### src/sv/pst_pkg.sv
// constants, types and state codes for the priority schedule timing block
// no dependencies; referenced by scoped name from priority_schedule_timing
`timescale 1ns / 1ps

package pst_pkg;

   localparam int MAX_PROCS = 16;
   localparam int ADDR_W    = (MAX_PROCS > 1) ? $clog2(MAX_PROCS) : 1;
   localparam int CNT_W     = $clog2(MAX_PROCS + 1);
   localparam int REM_W     = CNT_W + 1;

   localparam int BURST_W = 16;
   localparam int PRIO_W  = 8;
   localparam int IDX_W   = 4;
   localparam int TIME_W  = 20;
   localparam int SUM_W   = 24;
   localparam int AVG_W   = 28;
   localparam int FRAC_W  = 8;
   localparam int DIV_W   = SUM_W + FRAC_W;
   localparam int STEP_W  = $clog2(DIV_W);

   localparam logic [TIME_W-1:0] TIME_MAX = '1;
   localparam logic [SUM_W-1:0]  SUM_MAX  = '1;
   localparam logic [AVG_W-1:0]  AVG_MAX  = '1;

   localparam logic RESULT_JOB     = 1'b0;
   localparam logic RESULT_SUMMARY = 1'b1;

   typedef struct packed {
      logic [BURST_W-1:0] burst;
      logic [PRIO_W-1:0]  prio;
      logic [IDX_W-1:0]   idx;
   } job_entry_type;

   typedef enum logic [10:0] {
      ST_LOAD     = 11'b000_0000_0001,
      ST_A_RD     = 11'b000_0000_0010,
      ST_A_GET    = 11'b000_0000_0100,
      ST_B_RD     = 11'b000_0000_1000,
      ST_B_CMP    = 11'b000_0001_0000,
      ST_A_PUT    = 11'b000_0010_0000,
      ST_K_RD     = 11'b000_0100_0000,
      ST_K_OUT    = 11'b000_1000_0000,
      ST_DIV_INIT = 11'b001_0000_0000,
      ST_DIV_STEP = 11'b010_0000_0000,
      ST_SUM      = 11'b100_0000_0000
   } state_type;

endpackage

### src/sv/priority_schedule_timing.sv
// Jobs are loaded one item per cycle while req_ready is high. The item marked
// last starts a run: an all-pairs exchange sort over the n stored jobs is done by
// one compare unit over a job memory with one read port and one write port;
// each schedule entry can then be held by a stall on the result side, and the
// two averages come from one shared restoring divider. A job that arrives with
// MAX_PROCS jobs already stored is dropped. The summary result sits in the
// output register while loading of the next run proceeds.
// depends on pst_pkg
`timescale 1ns / 1ps

module priority_schedule_timing (
   input  logic        clock,
   input  logic        reset,
   input  logic        req_valid,
   output logic        req_ready,
   input  logic [15:0] req_burst_time,
   input  logic [7:0]  req_job_priority,
   input  logic        req_last_job,
   output logic        rsp_valid,
   input  logic        rsp_ready,
   output logic        rsp_result_kind,
   output logic [3:0]  rsp_job_index,
   output logic [7:0]  rsp_job_priority_out,
   output logic [19:0] rsp_completion_time,
   output logic [19:0] rsp_waiting_time,
   output logic [23:0] rsp_total_waiting,
   output logic [23:0] rsp_total_turnaround,
   output logic [27:0] rsp_avg_waiting,
   output logic [27:0] rsp_avg_turnaround,
   output logic        rsp_run_end
);

   // job memory
   pst_pkg::job_entry_type mem [pst_pkg::MAX_PROCS];
   pst_pkg::job_entry_type rd_data_ff;
   logic [pst_pkg::ADDR_W-1:0] rd_addr;
   logic                       mem_we;
   logic [pst_pkg::ADDR_W-1:0] mem_waddr;
   pst_pkg::job_entry_type     mem_wdata;

   // control
   pst_pkg::state_type state_ff, state_in;
   logic [pst_pkg::CNT_W-1:0]  count_ff, count_in;
   logic [pst_pkg::CNT_W-1:0]  n_ff, n_in;
   logic [pst_pkg::ADDR_W-1:0] a_ff, a_in;
   logic [pst_pkg::ADDR_W-1:0] b_ff, b_in;
   logic [pst_pkg::ADDR_W-1:0] k_ff, k_in;
   logic                       rsp_valid_ff, rsp_valid_in;
   logic                       div_pass_ff, div_pass_in;
   logic [pst_pkg::STEP_W-1:0] step_ff, step_in;

   // datapath
   pst_pkg::job_entry_type     cur_ff, cur_in;
   logic [pst_pkg::TIME_W-1:0] run_ff, run_in;
   logic [pst_pkg::SUM_W-1:0]  sum_w_ff, sum_w_in;
   logic [pst_pkg::SUM_W-1:0]  sum_t_ff, sum_t_in;
   logic [pst_pkg::REM_W-1:0]  rem_ff, rem_in;
   logic [pst_pkg::DIV_W-1:0]  quo_ff, quo_in;
   logic [pst_pkg::AVG_W-1:0]  avg_w_ff, avg_w_in;
   logic [pst_pkg::AVG_W-1:0]  avg_t_ff, avg_t_in;

   // result register
   logic        out_load;
   logic        o_kind_ff, o_kind_in;
   logic [3:0]  o_idx_ff, o_idx_in;
   logic [7:0]  o_prio_ff, o_prio_in;
   logic [19:0] o_comp_ff, o_comp_in;
   logic [19:0] o_wait_ff, o_wait_in;
   logic [23:0] o_tw_ff, o_tw_in;
   logic [23:0] o_tt_ff, o_tt_in;
   logic [27:0] o_aw_ff, o_aw_in;
   logic [27:0] o_at_ff, o_at_in;
   logic        o_end_ff, o_end_in;

   logic                        req_fire;
   logic                        slot_free;
   logic                        b_last;
   logic                        a_last;
   logic                        k_last;
   logic [pst_pkg::TIME_W:0]    comp_sum;
   logic [pst_pkg::TIME_W-1:0]  comp_sat;
   logic [pst_pkg::SUM_W:0]     sw_sum;
   logic [pst_pkg::SUM_W:0]     st_sum;
   logic [pst_pkg::SUM_W-1:0]   sw_sat;
   logic [pst_pkg::SUM_W-1:0]   st_sat;
   logic [pst_pkg::REM_W-1:0]   trial;
   logic                        trial_ge;
   logic [pst_pkg::REM_W-1:0]   rem_step;
   logic [pst_pkg::DIV_W-1:0]   quo_step;
   logic [pst_pkg::AVG_W-1:0]   avg_sat;

   assign req_ready = (state_ff == pst_pkg::ST_LOAD);
   assign req_fire  = req_valid && req_ready;
   assign slot_free = !rsp_valid_ff || rsp_ready;

   assign b_last = (pst_pkg::CNT_W'(b_ff) + pst_pkg::CNT_W'(1)) == n_ff;
   assign a_last = (pst_pkg::CNT_W'(a_ff) + pst_pkg::CNT_W'(1)) == n_ff;
   assign k_last = (pst_pkg::CNT_W'(k_ff) + pst_pkg::CNT_W'(1)) == n_ff;

   // saturating accumulate for one schedule entry
   assign comp_sum = {1'b0, run_ff} + (pst_pkg::TIME_W + 1)'(rd_data_ff.burst);
   assign comp_sat = comp_sum[pst_pkg::TIME_W] ? pst_pkg::TIME_MAX
                                               : comp_sum[pst_pkg::TIME_W-1:0];
   assign sw_sum   = {1'b0, sum_w_ff} + (pst_pkg::SUM_W + 1)'(run_ff);
   assign st_sum   = {1'b0, sum_t_ff} + (pst_pkg::SUM_W + 1)'(comp_sat);
   assign sw_sat   = sw_sum[pst_pkg::SUM_W] ? pst_pkg::SUM_MAX : sw_sum[pst_pkg::SUM_W-1:0];
   assign st_sat   = st_sum[pst_pkg::SUM_W] ? pst_pkg::SUM_MAX : st_sum[pst_pkg::SUM_W-1:0];

   // one restoring division step
   assign trial    = {rem_ff[pst_pkg::REM_W-2:0], quo_ff[pst_pkg::DIV_W-1]};
   assign trial_ge = trial >= {1'b0, n_ff};
   assign rem_step = trial_ge ? (trial - {1'b0, n_ff}) : trial;
   assign quo_step = {quo_ff[pst_pkg::DIV_W-2:0], trial_ge};
   assign avg_sat  = (quo_step > pst_pkg::DIV_W'(pst_pkg::AVG_MAX)) ? pst_pkg::AVG_MAX
                                                                  : quo_step[pst_pkg::AVG_W-1:0];

   always_comb begin
      state_in     = state_ff;
      count_in     = count_ff;
      n_in         = n_ff;
      a_in         = a_ff;
      b_in         = b_ff;
      k_in         = k_ff;
      rsp_valid_in = rsp_valid_ff && !rsp_ready;
      div_pass_in  = div_pass_ff;
      step_in      = step_ff;
      cur_in       = cur_ff;
      run_in       = run_ff;
      sum_w_in     = sum_w_ff;
      sum_t_in     = sum_t_ff;
      rem_in       = rem_ff;
      quo_in       = quo_ff;
      avg_w_in     = avg_w_ff;
      avg_t_in     = avg_t_ff;
      rd_addr      = a_ff;
      mem_we       = 1'b0;
      mem_waddr    = b_ff;
      mem_wdata    = cur_ff;
      out_load     = 1'b0;
      o_kind_in    = pst_pkg::RESULT_JOB;
      o_idx_in     = '0;
      o_prio_in    = '0;
      o_comp_in    = '0;
      o_wait_in    = '0;
      o_tw_in      = '0;
      o_tt_in      = '0;
      o_aw_in      = '0;
      o_at_in      = '0;
      o_end_in     = 1'b0;

      case (state_ff)
         pst_pkg::ST_LOAD: begin
            if (req_fire) begin
               if (count_ff < pst_pkg::CNT_W'(pst_pkg::MAX_PROCS)) begin
                  mem_we          = 1'b1;
                  mem_waddr       = pst_pkg::ADDR_W'(count_ff);
                  mem_wdata.burst = req_burst_time;
                  mem_wdata.prio  = req_job_priority;
                  mem_wdata.idx   = pst_pkg::IDX_W'(count_ff);
                  count_in        = count_ff + pst_pkg::CNT_W'(1);
               end
               if (req_last_job) begin
                  n_in     = (count_ff < pst_pkg::CNT_W'(pst_pkg::MAX_PROCS))
                             ? count_ff + pst_pkg::CNT_W'(1) : count_ff;
                  a_in     = '0;
                  state_in = pst_pkg::ST_A_RD;
               end
            end
         end
         pst_pkg::ST_A_RD: begin
            rd_addr  = a_ff;
            state_in = pst_pkg::ST_A_GET;
         end
         pst_pkg::ST_A_GET: begin
            cur_in   = rd_data_ff;
            b_in     = '0;
            state_in = pst_pkg::ST_B_RD;
         end
         pst_pkg::ST_B_RD: begin
            rd_addr  = b_ff;
            state_in = pst_pkg::ST_B_CMP;
         end
         pst_pkg::ST_B_CMP: begin
            // entry a lives in cur; exchange with entry b when b has the higher priority
            if ((b_ff != a_ff) && (cur_ff.prio < rd_data_ff.prio)) begin
               mem_we    = 1'b1;
               mem_waddr = b_ff;
               mem_wdata = cur_ff;
               cur_in    = rd_data_ff;
            end
            if (b_last) begin
               state_in = pst_pkg::ST_A_PUT;
            end else begin
               b_in     = b_ff + pst_pkg::ADDR_W'(1);
               state_in = pst_pkg::ST_B_RD;
            end
         end
         pst_pkg::ST_A_PUT: begin
            mem_we    = 1'b1;
            mem_waddr = a_ff;
            mem_wdata = cur_ff;
            if (a_last) begin
               k_in     = '0;
               run_in   = '0;
               sum_w_in = '0;
               sum_t_in = '0;
               state_in = pst_pkg::ST_K_RD;
            end else begin
               a_in     = a_ff + pst_pkg::ADDR_W'(1);
               state_in = pst_pkg::ST_A_RD;
            end
         end
         pst_pkg::ST_K_RD: begin
            rd_addr  = k_ff;
            state_in = pst_pkg::ST_K_OUT;
         end
         pst_pkg::ST_K_OUT: begin
            // keep entry k on the read port while the result side stalls
            rd_addr = k_ff;
            if (slot_free) begin
               out_load     = 1'b1;
               rsp_valid_in = 1'b1;
               o_idx_in     = rd_data_ff.idx;
               o_prio_in    = rd_data_ff.prio;
               o_comp_in    = comp_sat;
               o_wait_in    = run_ff;
               run_in       = comp_sat;
               sum_w_in     = sw_sat;
               sum_t_in     = st_sat;
               if (k_last) begin
                  div_pass_in = 1'b0;
                  state_in    = pst_pkg::ST_DIV_INIT;
               end else begin
                  k_in     = k_ff + pst_pkg::ADDR_W'(1);
                  state_in = pst_pkg::ST_K_RD;
               end
            end
         end
         pst_pkg::ST_DIV_INIT: begin
            rem_in   = '0;
            step_in  = '0;
            quo_in   = div_pass_ff ? {sum_t_ff, pst_pkg::FRAC_W'(0)}
                                   : {sum_w_ff, pst_pkg::FRAC_W'(0)};
            state_in = pst_pkg::ST_DIV_STEP;
         end
         pst_pkg::ST_DIV_STEP: begin
            rem_in  = rem_step;
            quo_in  = quo_step;
            step_in = step_ff + pst_pkg::STEP_W'(1);
            if (step_ff == pst_pkg::STEP_W'(pst_pkg::DIV_W - 1)) begin
               if (div_pass_ff) begin
                  avg_t_in = avg_sat;
                  state_in = pst_pkg::ST_SUM;
               end else begin
                  avg_w_in    = avg_sat;
                  div_pass_in = 1'b1;
                  state_in    = pst_pkg::ST_DIV_INIT;
               end
            end
         end
         pst_pkg::ST_SUM: begin
            if (slot_free) begin
               out_load     = 1'b1;
               rsp_valid_in = 1'b1;
               o_kind_in    = pst_pkg::RESULT_SUMMARY;
               o_tw_in      = sum_w_ff;
               o_tt_in      = sum_t_ff;
               o_aw_in      = avg_w_ff;
               o_at_in      = avg_t_ff;
               o_end_in     = 1'b1;
               count_in     = '0;
               run_in       = '0;
               sum_w_in     = '0;
               sum_t_in     = '0;
               state_in     = pst_pkg::ST_LOAD;
            end
         end
         default: begin
            state_in = pst_pkg::ST_LOAD;
         end
      endcase
   end

   always_ff @(posedge clock) begin
      if (mem_we) begin
         mem[mem_waddr] <= mem_wdata;
      end
      rd_data_ff <= mem[rd_addr];
   end

   always_ff @(posedge clock) begin
      if (reset) begin
         state_ff     <= pst_pkg::ST_LOAD;
         count_ff     <= '0;
         n_ff         <= '0;
         a_ff         <= '0;
         b_ff         <= '0;
         k_ff         <= '0;
         rsp_valid_ff <= 1'b0;
         div_pass_ff  <= 1'b0;
         step_ff      <= '0;
         run_ff       <= '0;
         sum_w_ff     <= '0;
         sum_t_ff     <= '0;
      end else begin
         state_ff     <= state_in;
         count_ff     <= count_in;
         n_ff         <= n_in;
         a_ff         <= a_in;
         b_ff         <= b_in;
         k_ff         <= k_in;
         rsp_valid_ff <= rsp_valid_in;
         div_pass_ff  <= div_pass_in;
         step_ff      <= step_in;
         run_ff       <= run_in;
         sum_w_ff     <= sum_w_in;
         sum_t_ff     <= sum_t_in;
      end
   end

   always_ff @(posedge clock) begin
      cur_ff   <= cur_in;
      rem_ff   <= rem_in;
      quo_ff   <= quo_in;
      avg_w_ff <= avg_w_in;
      avg_t_ff <= avg_t_in;
      if (out_load) begin
         o_kind_ff <= o_kind_in;
         o_idx_ff  <= o_idx_in;
         o_prio_ff <= o_prio_in;
         o_comp_ff <= o_comp_in;
         o_wait_ff <= o_wait_in;
         o_tw_ff   <= o_tw_in;
         o_tt_ff   <= o_tt_in;
         o_aw_ff   <= o_aw_in;
         o_at_ff   <= o_at_in;
         o_end_ff  <= o_end_in;
      end
   end

   assign rsp_valid            = rsp_valid_ff;
   assign rsp_result_kind      = o_kind_ff;
   assign rsp_job_index        = o_idx_ff;
   assign rsp_job_priority_out = o_prio_ff;
   assign rsp_completion_time  = o_comp_ff;
   assign rsp_waiting_time     = o_wait_ff;
   assign rsp_total_waiting    = o_tw_ff;
   assign rsp_total_turnaround = o_tt_ff;
   assign rsp_avg_waiting      = o_aw_ff;
   assign rsp_avg_turnaround   = o_at_ff;
   assign rsp_run_end          = o_end_ff;

   // store never overfills
   assert property (@(posedge clock) disable iff (reset)
      count_ff <= pst_pkg::CNT_W'(pst_pkg::MAX_PROCS))
      else $error("job count beyond store depth");

   // a pending result is never overwritten
   assert property (@(posedge clock) disable iff (reset)
      out_load |-> (!rsp_valid_ff || rsp_ready))
      else $error("result register loaded while occupied");

   // a run never works on an empty set
   assert property (@(posedge clock) disable iff (reset)
      (state_ff != pst_pkg::ST_LOAD) |-> (n_ff != '0))
      else $error("run started with no jobs");

   // summary closes the run and clears the store count
   assert property (@(posedge clock) disable iff (reset)
      (out_load && o_end_in) |=> (count_ff == '0 && state_ff == pst_pkg::ST_LOAD))
      else $error("run state not cleared after summary");

   // memory written only while loading or sorting
   assert property (@(posedge clock) disable iff (reset)
      mem_we |-> (state_ff == pst_pkg::ST_LOAD || state_ff == pst_pkg::ST_B_CMP
                  || state_ff == pst_pkg::ST_A_PUT))
      else $error("job memory written outside load or sort");

endmodule
### config.mk
export PLATFORM = sky130hd
export DESIGN_NAME = priority_schedule_timing
export DESIGN_NICKNAME = d
export VERILOG_FILES = /design/src/sv/pst_pkg.sv /design/src/sv/priority_schedule_timing.sv
export SDC_FILE = /design/constraint.sdc
export NUM_CORES = 1
export LEC_CHECK = 0
export BUFFER_PORTS_ARGS = -buffer_cell sky130_fd_sc_hd__buf_2
export CAP_MARGIN = 25
export CORE_ASPECT_RATIO = 0.6
export CORE_UTILIZATION = 35
export CTS_CLUSTER_DIAMETER = 200
export DETAILED_ROUTE_END_ITERATION = 10
export GPL_ROUTABILITY_DRIVEN = 0
export PLACE_DENSITY = 0.52
export SLEW_MARGIN = 20
export SYNTH_ARGS = -nofsm -noshare
export SYNTH_HDL_FRONTEND = slang
export SYNTH_SLANG_ARGS = --single-unit
export TNS_END_PERCENT = 10
### constraint.sdc
create_clock -name clock -period 28 [get_ports clock]
set_input_delay 1.4 -clock clock [delete_from_list [all_inputs] [get_ports clock]]
set_output_delay 1.4 -clock clock [all_outputs]
set_load 0.05 [all_outputs]
# After elaboration in Yosys (flattened, before gate mapping)
# Memory sizes are Yosys's and may differ from the RTL's. A register that Yosys moved wholly into a read port is not among the register bits.
# Index checks and enable logic that the tools add are counted.
dict set report totals {
  out_inout_bits 160
  regBits 386
  input_bits 29
  word_cells 167
  mem_bits_rw 448
  n_memories 1
}
# memory words word_bits rd rd_clocked_by_memory_dff write_ports line_no
set memory_table {}
lappend memory_table {mem 16 28 1 1 1 priority_schedule_timing.sv:34} ;# pst_pkg::job_entry_type mem [pst_pkg::MAX_PROCS];
dict set report classes {
  add_sub_neg 12
  mux 66
  n_bitwise 1
  reduce_logical 28
  eq_ne 27
  n_lt_le_gt_ge 4
}
# op count
set ops {}
lappend ops {{$mux W24} 6}
lappend ops {{$pmux W24 S3} 2}
lappend ops {{$mux W28} 5}
lappend ops {{$pmux W11 S11} 1}
lappend ops {{$mux W20} 4}
lappend ops {{$mux W11} 6}
lappend ops {{$pmux W32 S2} 1}
lappend ops {{$pmux W20 S3} 1}
lappend ops {{$pmux W28 S2} 1}
lappend ops {{$add A24 B20 Y25} 2}
lappend ops {{$pmux W4 S2} 5}
lappend ops {{$mux W4} 9}
lappend ops {{$gt A32 B28 Y1 const B} 1}
lappend ops {{$mux W32} 1}
lappend ops {{$pmux W5 S2} 3}
lappend ops {{$add A20 B16 Y21} 1}
lappend ops {{$mux W5} 4}
lappend ops {{$ne A2 B2 Y1 const B} 9}
lappend ops {{$reduce_and A4 Y1} 4}
lappend ops {{$add A4 B1 Y5 const B} 3}
lappend ops {{$eq A5 B5 Y1} 3}
lappend ops {{$add A4 B1 Y4 const B} 3}
lappend ops {{$mux W1} 12}
lappend ops {{$reduce_and A3 Y1} 4}
lappend ops {{33 further kinds} 47}

# Longest topological paths before layout
# Gate-level depths: netlist of run 1.
dict set report depth {
  word_depth 6
  mapped_depth 24
  mapped_depth_nobuf 21
}

# Least setup slack after synthesis of run 1
# Ideal clock, no wire load.
dict set report synth_timing {
  kind {input -> register}
  from {in rsp_ready}
  to {reg sum_w_ff[21] (netlist bit)}
  n_path_buf 1
  cell_stages 5
  setup_slack_ns 17.837
  setup_time_ns 0.128
  required_time_ns 27.872
  arrival_time_ns 10.035
  path_cell_list {nor2b_1 -> clkbuf_1 -> nor2_1 -> nor2_1 -> a221o_1}
}
dict set report synth_between {
  elab_chain_cells 3
  elab_cells_between_ends 4
}
# element line_no
set synth_rtl {}
lappend synth_rtl {{start, declared} priority_schedule_timing.sv:20} ;# input logic rsp_ready,
lappend synth_rtl {{$logic_or A1 B1 Y1 (*)} priority_schedule_timing.sv:94} ;# assign slot_free = !rsp_valid_ff || rsp_ready;
lappend synth_rtl {{$ne A2 B2 Y1 (no source line)} -}
lappend synth_rtl {{$reduce_and A4 Y1 (no source line) (*)} -}
lappend synth_rtl {{end signal, assigned} priority_schedule_timing.sv:316} ;# sum_w_ff <= sum_w_in;
lappend synth_rtl {{end, declared} priority_schedule_timing.sv:55} ;# logic [pst_pkg::SUM_W-1:0] sum_w_ff, sum_w_in;
# Every way passes the cells marked *; elsewhere a longest branch is shown, timed or not.
# A chain may end at the register's enable or synchronous reset.

# Worst setup path in the final report of run 1
dict set report layout_timing {
  from {reg run_ff[0] (netlist bit)}
  to {reg sum_t_ff[21] (netlist bit)}
}
dict set report layout_between {
  elab_chain_cells 6
}
# element line_no
set layout_rtl {}
lappend layout_rtl {{start, declared} priority_schedule_timing.sv:54} ;# logic [pst_pkg::TIME_W-1:0] run_ff, run_in;
lappend layout_rtl {{start signal, assigned} priority_schedule_timing.sv:315} ;# run_ff <= run_in;
lappend layout_rtl {{$add A20 B16 Y21} priority_schedule_timing.sv:101} ;# assign comp_sum = {1'b0, run_ff} + (pst_pkg::TIME_W + 1)'(rd_data_ff.burst);
lappend layout_rtl {{$mux W20} priority_schedule_timing.sv:102} ;# assign comp_sat = comp_sum[pst_pkg::TIME_W] ? pst_pkg::TIME_MAX
lappend layout_rtl {{net comp_sat (one bit)} priority_schedule_timing.sv:81} ;# logic [pst_pkg::TIME_W-1:0] comp_sat;
lappend layout_rtl {{$add A24 B20 Y25} priority_schedule_timing.sv:105} ;# assign st_sum = {1'b0, sum_t_ff} + (pst_pkg::SUM_W + 1)'(comp_sat);
lappend layout_rtl {{$mux W24} priority_schedule_timing.sv:107} ;# assign st_sat = st_sum[pst_pkg::SUM_W] ? pst_pkg::SUM_MAX : st_sum[pst_pkg::SUM_W-1:0];
lappend layout_rtl {{$mux W24} priority_schedule_timing.sv:220} ;# if (slot_free) begin
lappend layout_rtl {{$pmux W24 S3} priority_schedule_timing.sv:151} ;# case (state_ff)
lappend layout_rtl {{end signal, assigned} priority_schedule_timing.sv:317} ;# sum_t_ff <= sum_t_in;
lappend layout_rtl {{end, declared} priority_schedule_timing.sv:56} ;# logic [pst_pkg::SUM_W-1:0] sum_t_ff, sum_t_in;
# The timed path passes the listed nets, and every way through them passes these cells. The select of a mux whose other input is x is not followed.

==> results.py, run 1 <==
metrics = {
    "run_status": {
        "outcome": "completed",
    },
    "clock_tree": {
        "clockRootBuffer": "clkbuf_16",
        "htreeDepth": 3,
        "clock_path_buffers": 3,
        "postCtsHoldBufs": 0,
        "cts_setup_buffers": 0,
        "clkTransAtPathRegs_ns": 0.06,
        "clock_sinks": 862,
        "clk_latency_ns": 0.68,
        "cts_resized": 0,
        "cts_made_buffers": 85,
        "cts_tree": "built",
    },
    "synth": {
        "yosys.cell_types.count": 78,
        "syn_inst": 2996,
        "synth_top_area_share_pct": 59.6,
        "synth_area_sq_um": 36600,
        "synth_flop_cell": "edfxtp_1",
        "synth_seq_cells": 862,
        "synth_area_leaders": "edfxtp_1, dfxtp_1, nand2_1",
        "ys_warn_count": 0,
        "netlist.top_cell.by_area": "edfxtp_1",
        "syn_area_per_cell_sq_um": 12.2,
        "async_flop_share_pct": 0,
        "syn-num-nets": 3103,
        "synth_edf_count": 726,
        "yosysSeqAreaShare_pct": 67.0,
    },
    "grt": {
        "grt_usage_pct": 19.3,
        "grt_pass1_vias": 22480,
        "grt_max_degree": 169,
        "overflow": 0,
        "grt_pass1_wl_microns": 152000,
        "antenna_found_initial": 3,
    },
    "sta": {
        "relSlewSlack_pct": 27.8,
        "hold_violations": 0,
        "fin_skew_ns": 0.0307,
        "period_needed_ns": 6.21,
        "setup_viol": 0,
        "slew_violations": 0,
        "whs_ns": 0.424,
        "fmax_mhz": 161,
        "fin_crit_sh_pct": 22.2,
        "rsz0062_at_grt": "no",
        "tightest_slew_ns": 1.08,
        "tns_ns": 0,
    },
    "die": {
        "design.die.area_sq_um": 106000,
        "start_util_pct": 35.5,
        "die_y_microns": 252,
        "chipWidth_microns": 419,
        "rows": 91,
        "num_io_pins": 189,
        "core_area_sq_um": 103000,
    },
    "finish": {
        "nets": 3268,
        "post_route_cells_drive_above_1_share_pct": 12.8,
        "synthToLayoutAreaGrowth_pct": 14.8,
        "fin_util_pct": 40.7,
        "final_cells": 4626,
    },
    "route": {
        "drtAntennaViolNets": 0,
        "met3_length_microns": 6250,
        "dr.max_layer_used": "met5",
        "routed-wl-met2_microns": 43000,
        "wire_per_inst_microns": 22.3,
        "wirelength_microns": 103000,
        "drtPass1Iterations": 5,
        "viasPerCell": 5.18,
        "num_vias": 23956,
        "drc": 0,
        "drt_first_iter_violations": 2305,
        "met1_length_microns": 51900,
    },
    "critical_path": {
        "path_class": "register to register",
        "crit_fanout": 14,
        "reg2reg_setup_slack_ns": 21.79,
        "critical_path_arrival_ns": 6.75,
        "crit-reg2reg-launch": "run_ff[0]$_SDFFE_PP0P_",
        "critPathLaunchType": "register",
        "cp.required_ns": 28.54,
        "startpoint": "run_ff[0]$_SDFFE_PP0P_",
        "crit_path_end_kind": "register",
    },
    "power": {
        "power.leakage_nw": 15.3,
        "pwr-share-clk_pct": 40.8,
        "seqPwrFrac_pct": 51.4,
        "p_sw_w": 0.000680,
        "power_frac_comb_pct": 7.7,
        "power_density_nw_per_um2": 68.0,
        "swShare_pct": 23.8,
        "p_int_w": 0.00218,
        "vdd_drop_max_v": 0.0000482,
    },
    "placed_design": {
        "hpwl_microns": 63500,
        "port-buffer-count": 188,
        "placed_cells": 4469,
    },
    "run": {
        "drv_cap": 0,
    },
    "hold_path": {
        "hp-start": "rd_data_ff[0]$_DFF_P_",
        "hold_path_class": "register to register",
    },
}
[critical path, cell delays in order, from the launching register on]
cell and delay, ns:
dfxtp_1 0.34, ha_1 0.22, fa_1 0.44, a211oi_1 0.26, nor2_1 0.14, o311a_1 0.40
o21a_1 0.29, a211o_1 0.34, and3_1 0.42, nor2_1 0.36, inv_1 0.08, ha_1 0.30
a211oi_1 0.42, o21ai_0 0.27, a2111oi_0 0.51, buf_1 0.24, o31ai_1 0.19, o21ai_0 0.43
o21bai_1 0.15, a31oi_1 0.19, o22ai_1 0.10
[state kept, by name (all words and copies together) (netlist names), 24 cells and up]
register	cells
sum_w_ff	24
cur_ff	28
avg_t_ff	28
quo_ff	32
rsp_total_turnaround	24
rsp_avg_waiting	28
rd_data_ff	28
mem	448
rsp_avg_turnaround	28
sum_t_ff	24
avg_w_ff	28
rsp_total_waiting	24
[cells in the mapped netlist, types with 33 or more instances]
master    number
clkbuf_1     110
nand3_1       86
o21ai_0      118
nand2b_1      48
a21oi_1      206
buf_2         33
dfxtp_1      136
nand2_1      566
inv_1         52
ha_1          74
nor2_1       151
mux2i_1       84
and3_1        41
xnor2_1       46
edfxtp_1     726
a22oi_1       34
and2_1       115
[kinds of logic (layout without fill, tap and decap cells)]
family / count (synthesis) / after routing / share of synthesized area [%]
compound gates: 578 / 578 / 9.93
xor+xnor: 64 / 64 / 1.53
fa+ha+maj: 78 / 78 / 2.75
buf+inv: 212 / 445 / 2.39
flops: 862 / 862 / 67.0
mux: 86 / 86 / 2.36
other cells: 0 / 2 / 0
simple gates: 1116 / 1116 / 14.0
[worst paths after layout]
path         cells past startpoint                         to
max reg2reg                     20  sum_t_ff[21]$_SDFFE_PP0P_
min reg2reg                      0        cur_ff[0]$_DFFE_PP_
max                             20  sum_t_ff[21]$_SDFFE_PP0P_
min                              0        cur_ff[0]$_DFFE_PP_
[routing by layer]
| metal | GRT usage [%] | vias to the layer above |
|---|---|---|
| li1 | - | 11287 |
| met1 | 30.4 | 11844 |
| met4 | 4.22 | 2 |
| met5 | 0 | - |
| met2 | 27.0 | 703 |
| met3 | 3.88 | 120 |
[final cells by class]
| type | instances | area, sq um |
|---|---|---|
| inverter | 52 | 195 |
| sequential | 862 | 24500 |
| fill | 9811 | 61100 |
| clock buffer | 105 | 2260 |
| tap | 1395 | 1750 |
| multi-input combinational | 1922 | 11400 |
| antenna | 2 | 5.00 |
| clock inverter | 50 | 503 |
| timing repair buffer | 238 | 1350 |
[cells in the final DEF, fill, tap and decap left out, types with 9 or more instances in the layout]
cell / n
nand3b_1: 11
clkinv_1: 15
clkinv_2: 17
a31oi_1: 32
o21ai_0: 118
nor3_1: 25
dfxtp_1: 136
clkbuf_16: 86
buf_4: 46
a21oi_1: 206
a211oi_1: 16
nor2_1: 129
a32oi_1: 28
nand2_1: 564
nor2_4: 19
o211ai_1: 12
and3_1: 41
bufinv_16: 9
edfxtp_1: 726
nor2b_1: 18
ha_1: 74
or3_1: 13
nand2b_1: 46
xnor2_1: 46
and2_1: 115
xor2_1: 18
mux2i_1: 84
a221oi_1: 28
clkbuf_1: 15
nand3_1: 86
buf_2: 188
a21o_1: 23
o21a_1: 16
inv_1: 52
a22oi_1: 34
[power groups by stage]
| stage | registers (W) | clock network (W) | logic (W) |
|---|---|---|---|
| final | 0.00147 | 0.00117 | 0.000221 |
| after global routing | 0.00147 | 0.00124 | 0.000244 |
| after CTS | 0.00147 | 0.00119 | 0.000222 |
| after detailed placement | 0.00150 | 0 | 0.000221 |
| after global placement | 0.00150 | 0 | 0.000221 |
| after floorplan | 0.00149 | 0 | 0.000142 |
[metrics by stage]
stage | setup WS (ns) | instance area (sq um) | total power [W]
after floorplan | 17.84 | 36600 | 0.00163
after global placement | 21.56 | 39200 | 0.00172
after detailed placement | 22.03 | 39200 | 0.00172
after CTS | 21.98 | 42000 | 0.00289
after global routing | 21.46 | 42000 | 0.00296
final | 21.79 | 42000 | 0.00286
Power figures use the tool's default switching activity.
==> inputs of run 2 (changes only) <==
--- a/config.mk
+++ b/config.mk
@@ -12,7 +12,7 @@
 export CTS_CLUSTER_DIAMETER = 200
 export DETAILED_ROUTE_END_ITERATION = 10
 export GPL_ROUTABILITY_DRIVEN = 0
-export PLACE_DENSITY = 0.52
+export PLACE_DENSITY = 0.54
 export SLEW_MARGIN = 20
 export SYNTH_ARGS = -nofsm -noshare
 export SYNTH_HDL_FRONTEND = slang
==> constraint.sdc (replaced) <==
create_clock -name clock -period 5.3 [get_ports clock]
set_input_delay 0.265 -clock clock [delete_from_list [all_inputs] [get_ports clock]]
set_output_delay 0.265 -clock clock [all_outputs]
set_load 0.05 [all_outputs]
==> run 2 against run 1 <==
  * Die area stayed put
  * Core utilization is 0.47 points higher
  * Sequential share of layout area is 0.67 points lower
  * Via count is 0.74% higher
  * Flip-flop and latch count stayed put
  * Cell count is 1.0% higher
  * Fmax is 22% higher
  * Global-route usage is 0.080 points lower
  * Clock-buffer cell count is 8 higher
  * Clock power grew to 5.2 times the previous value
  * Sequential power grew to 5.3 times the previous value
  * Worst hold slack worse by 0.25 ns
  * Critical endpoint unchanged
  * Largest cell class unchanged
  * Highest routed layer unchanged
==> results.py, run 2 (same netlist as run 1, synthesis figures left out) <==
metrics = {
    "sta": {
        "slew_violations": 0,
        "tns_ns": 0,
        "fin_crit_sh_pct": 95.9,
        "tightest_slew_ns": 0.970,
        "layout_setup_ws_ns": 0.217,
        "fin_skew_ns": 0.0158,
        "fmax_mhz": 197,
        "hold_violations": 0,
        "whs_ns": 0.173,
        "period_needed_ns": 5.08,
        "setup_viol": 0,
        "relSlewSlack_pct": 35.1,
    },
    "clock_tree": {
        "cts_tree": "built",
        "clock_sinks": 862,
        "cts_made_buffers": 85,
        "clock_path_buffers": 3,
        "clkTransAtPathRegs_ns": 0.07,
        "clockRootBuffer": "clkbuf_16",
        "htreeDepth": 3,
        "clk_latency_ns": 0.67,
    },
    "route": {
        "drtPass1Iterations": 7,
        "drtAntennaViolNets": 0,
        "wire_per_inst_microns": 22.1,
        "wirelength_microns": 103000,
        "viasPerCell": 5.16,
        "num_vias": 24134,
        "drc": 0,
        "drt_first_iter_violations": 2407,
    },
    "grt": {
        "grt_usage_pct": 19.2,
        "overflow": 0,
        "grt_max_degree": 136,
        "antenna_found_initial": 2,
        "grt_pass1_wl_microns": 152000,
        "grt_pass1_vias": 22448,
    },
    "finish": {
        "regMostFlops": "mem",
        "reg_top3": "mem (448), quo_ff (32)",
        "seq_area_sq_um": 24500,
        "synthToLayoutAreaGrowth_pct": 16.2,
        "fill_cells": 9793,
        "layout_common_cells": "edfxtp_1, nand2_1, a21oi_1, buf_2, dfxtp_1",
        "nets": 3315,
        "largest_reg_flops": 448,
        "post_route_cells_drive_above_1_share_pct": 14.3,
        "final_cells": 4674,
        "multi_input_area_sq_um": 11500,
        "final_area_sq_um": 42500,
        "final_common_cell": "edfxtp_1",
    },
    "power": {
        "vdd_drop_max_v": 0.000235,
        "power.leakage_nw": 15.6,
        "power_density_nw_per_um2": 354,
    },
    "placed_design": {
        "place_ws_ns": -0.123,
        "placed_cells": 4513,
        "place_area_sq_um": 39700,
        "hpwl_microns": 65000,
        "port-buffer-count": 188,
    },
    "critical_path": {
        "reg2reg_setup_slack_ns": 0.22,
        "crit_path_end": "sum_t_ff[21]$_SDFFE_PP0P_",
        "crit-reg2reg-launch": "rd_data_ff[12]$_DFF_P_",
        "startpoint": "rd_data_ff[12]$_DFF_P_",
        "critPathLaunchType": "register",
        "reg2reg_depth": 21,
        "critical_path_arrival_ns": 5.67,
        "cp.required_ns": 5.89,
        "crit_fanout": 11,
        "reg2reg_to": "sum_t_ff[21]$_SDFFE_PP0P_",
        "path_class": "register to register",
        "crit_path_end_kind": "register",
    },
    "die": {
        "die_y_microns": 252,
        "design.die.area_sq_um": 106000,
        "chipWidth_microns": 419,
        "rows": 91,
        "core_area_sq_um": 103000,
        "num_io_pins": 189,
        "start_util_pct": 35.5,
    },
    "hold_path": {
        "holdPathStages": 5,
        "hold_path_class": "primary input to register",
    },
    "run_status": {
        "outcome": "completed",
    },
    "run": {
        "drv_cap": 0,
    },
}
==> run 2: cell count changes in the layout (fill, tap and decap cells not counted), sizes merged <==
cell and delta:
buf +46, bufinv -3, clkbuf +8, clkinv -10
clkinvlp +5, dlygate4sd3 +1, inv +1
==> run 2: layout make-up <==
class / count / share of cell area, %
Sequential cell: 862 / 57.7
Clock buffer: 113 / 5.47
Clock inverter: 43 / 0.977
Multi-Input combinational cell: 1922 / 27.0
Timing Repair Buffer: 285 / 4.27
Antenna cell: 2 / 0.0118
Inverter: 52 / 0.459
Tap cell: 1395 / 4.11
==> run 2: through the flow <==
step	power, W	utilization, %
final	0.0150	41.2
after global placement	0.00912	38.5
after detailed placement	0.00913	38.5
after CTS	0.0152	41.1
after global routing	0.0156	41.2
after floorplan	0.00861	-
==> run 2: worst min-delay path by stage <==
stage,from,endpoint
final,req_valid,count_ff[4]$_SDFFE_PP0P_
after global routing,req_valid,count_ff[4]$_SDFFE_PP0P_
after CTS,req_valid,count_ff[4]$_SDFFE_PP0P_
after detailed placement,rd_data_ff[1]$_DFF_P_,cur_ff[1]$_DFFE_PP_
after global placement,rd_data_ff[0]$_DFF_P_,cur_ff[0]$_DFFE_PP_
after floorplan,rd_data_ff[0]$_DFF_P_,cur_ff[0]$_DFFE_PP_
==> run 2: per-layer routing <==
layer	up-vias	track usage, %	part of all wire (%)
met2	775	26.9	42
met4	2	4.20	2.0
met3	139	4.50	7.2
met1	11826	29.8	49
li1	11392	-	-
met5	-	0	0.019
==> run 2: what timing repair did <==
item / 4_1_cts / 5_1_grt
setup endpoints to repair: 10 / 24
resized for setup: 4 / 11
endpoints found under the hold margin: 1 / 0
buffers inserted: 0 / 1
hold buffers: 1 / 0
pin swaps: 1 / 4
==> run 2: critical path, cell delays in order, from the launching register on <==
cell and delay (ns):
dfxtp_1 0.31, ha_1 0.23, fa_1 0.42, a211oi_2 0.24
nor2_1 0.10, o311a_1 0.39, o21a_1 0.25, a211o_1 0.30
and3_4 0.24, nor2_1 0.26, inv_1 0.08, ha_1 0.41
nand3_1 0.10, a21oi_1 0.27, a2111oi_4 0.13, buf_4 0.17
o31ai_1 0.38, o21ai_0 0.16, buf_4 0.17, o21bai_1 0.16
a31oi_1 0.10, o22ai_1 0.13
==> run 2: power by group <==
part | internal [W] | switching [W]
registers | 0.00767 | 0.0000978
logic | 0.000395 | 0.000836
clock network | 0.00340 | 0.00266
total | 0.0115 | 0.00359
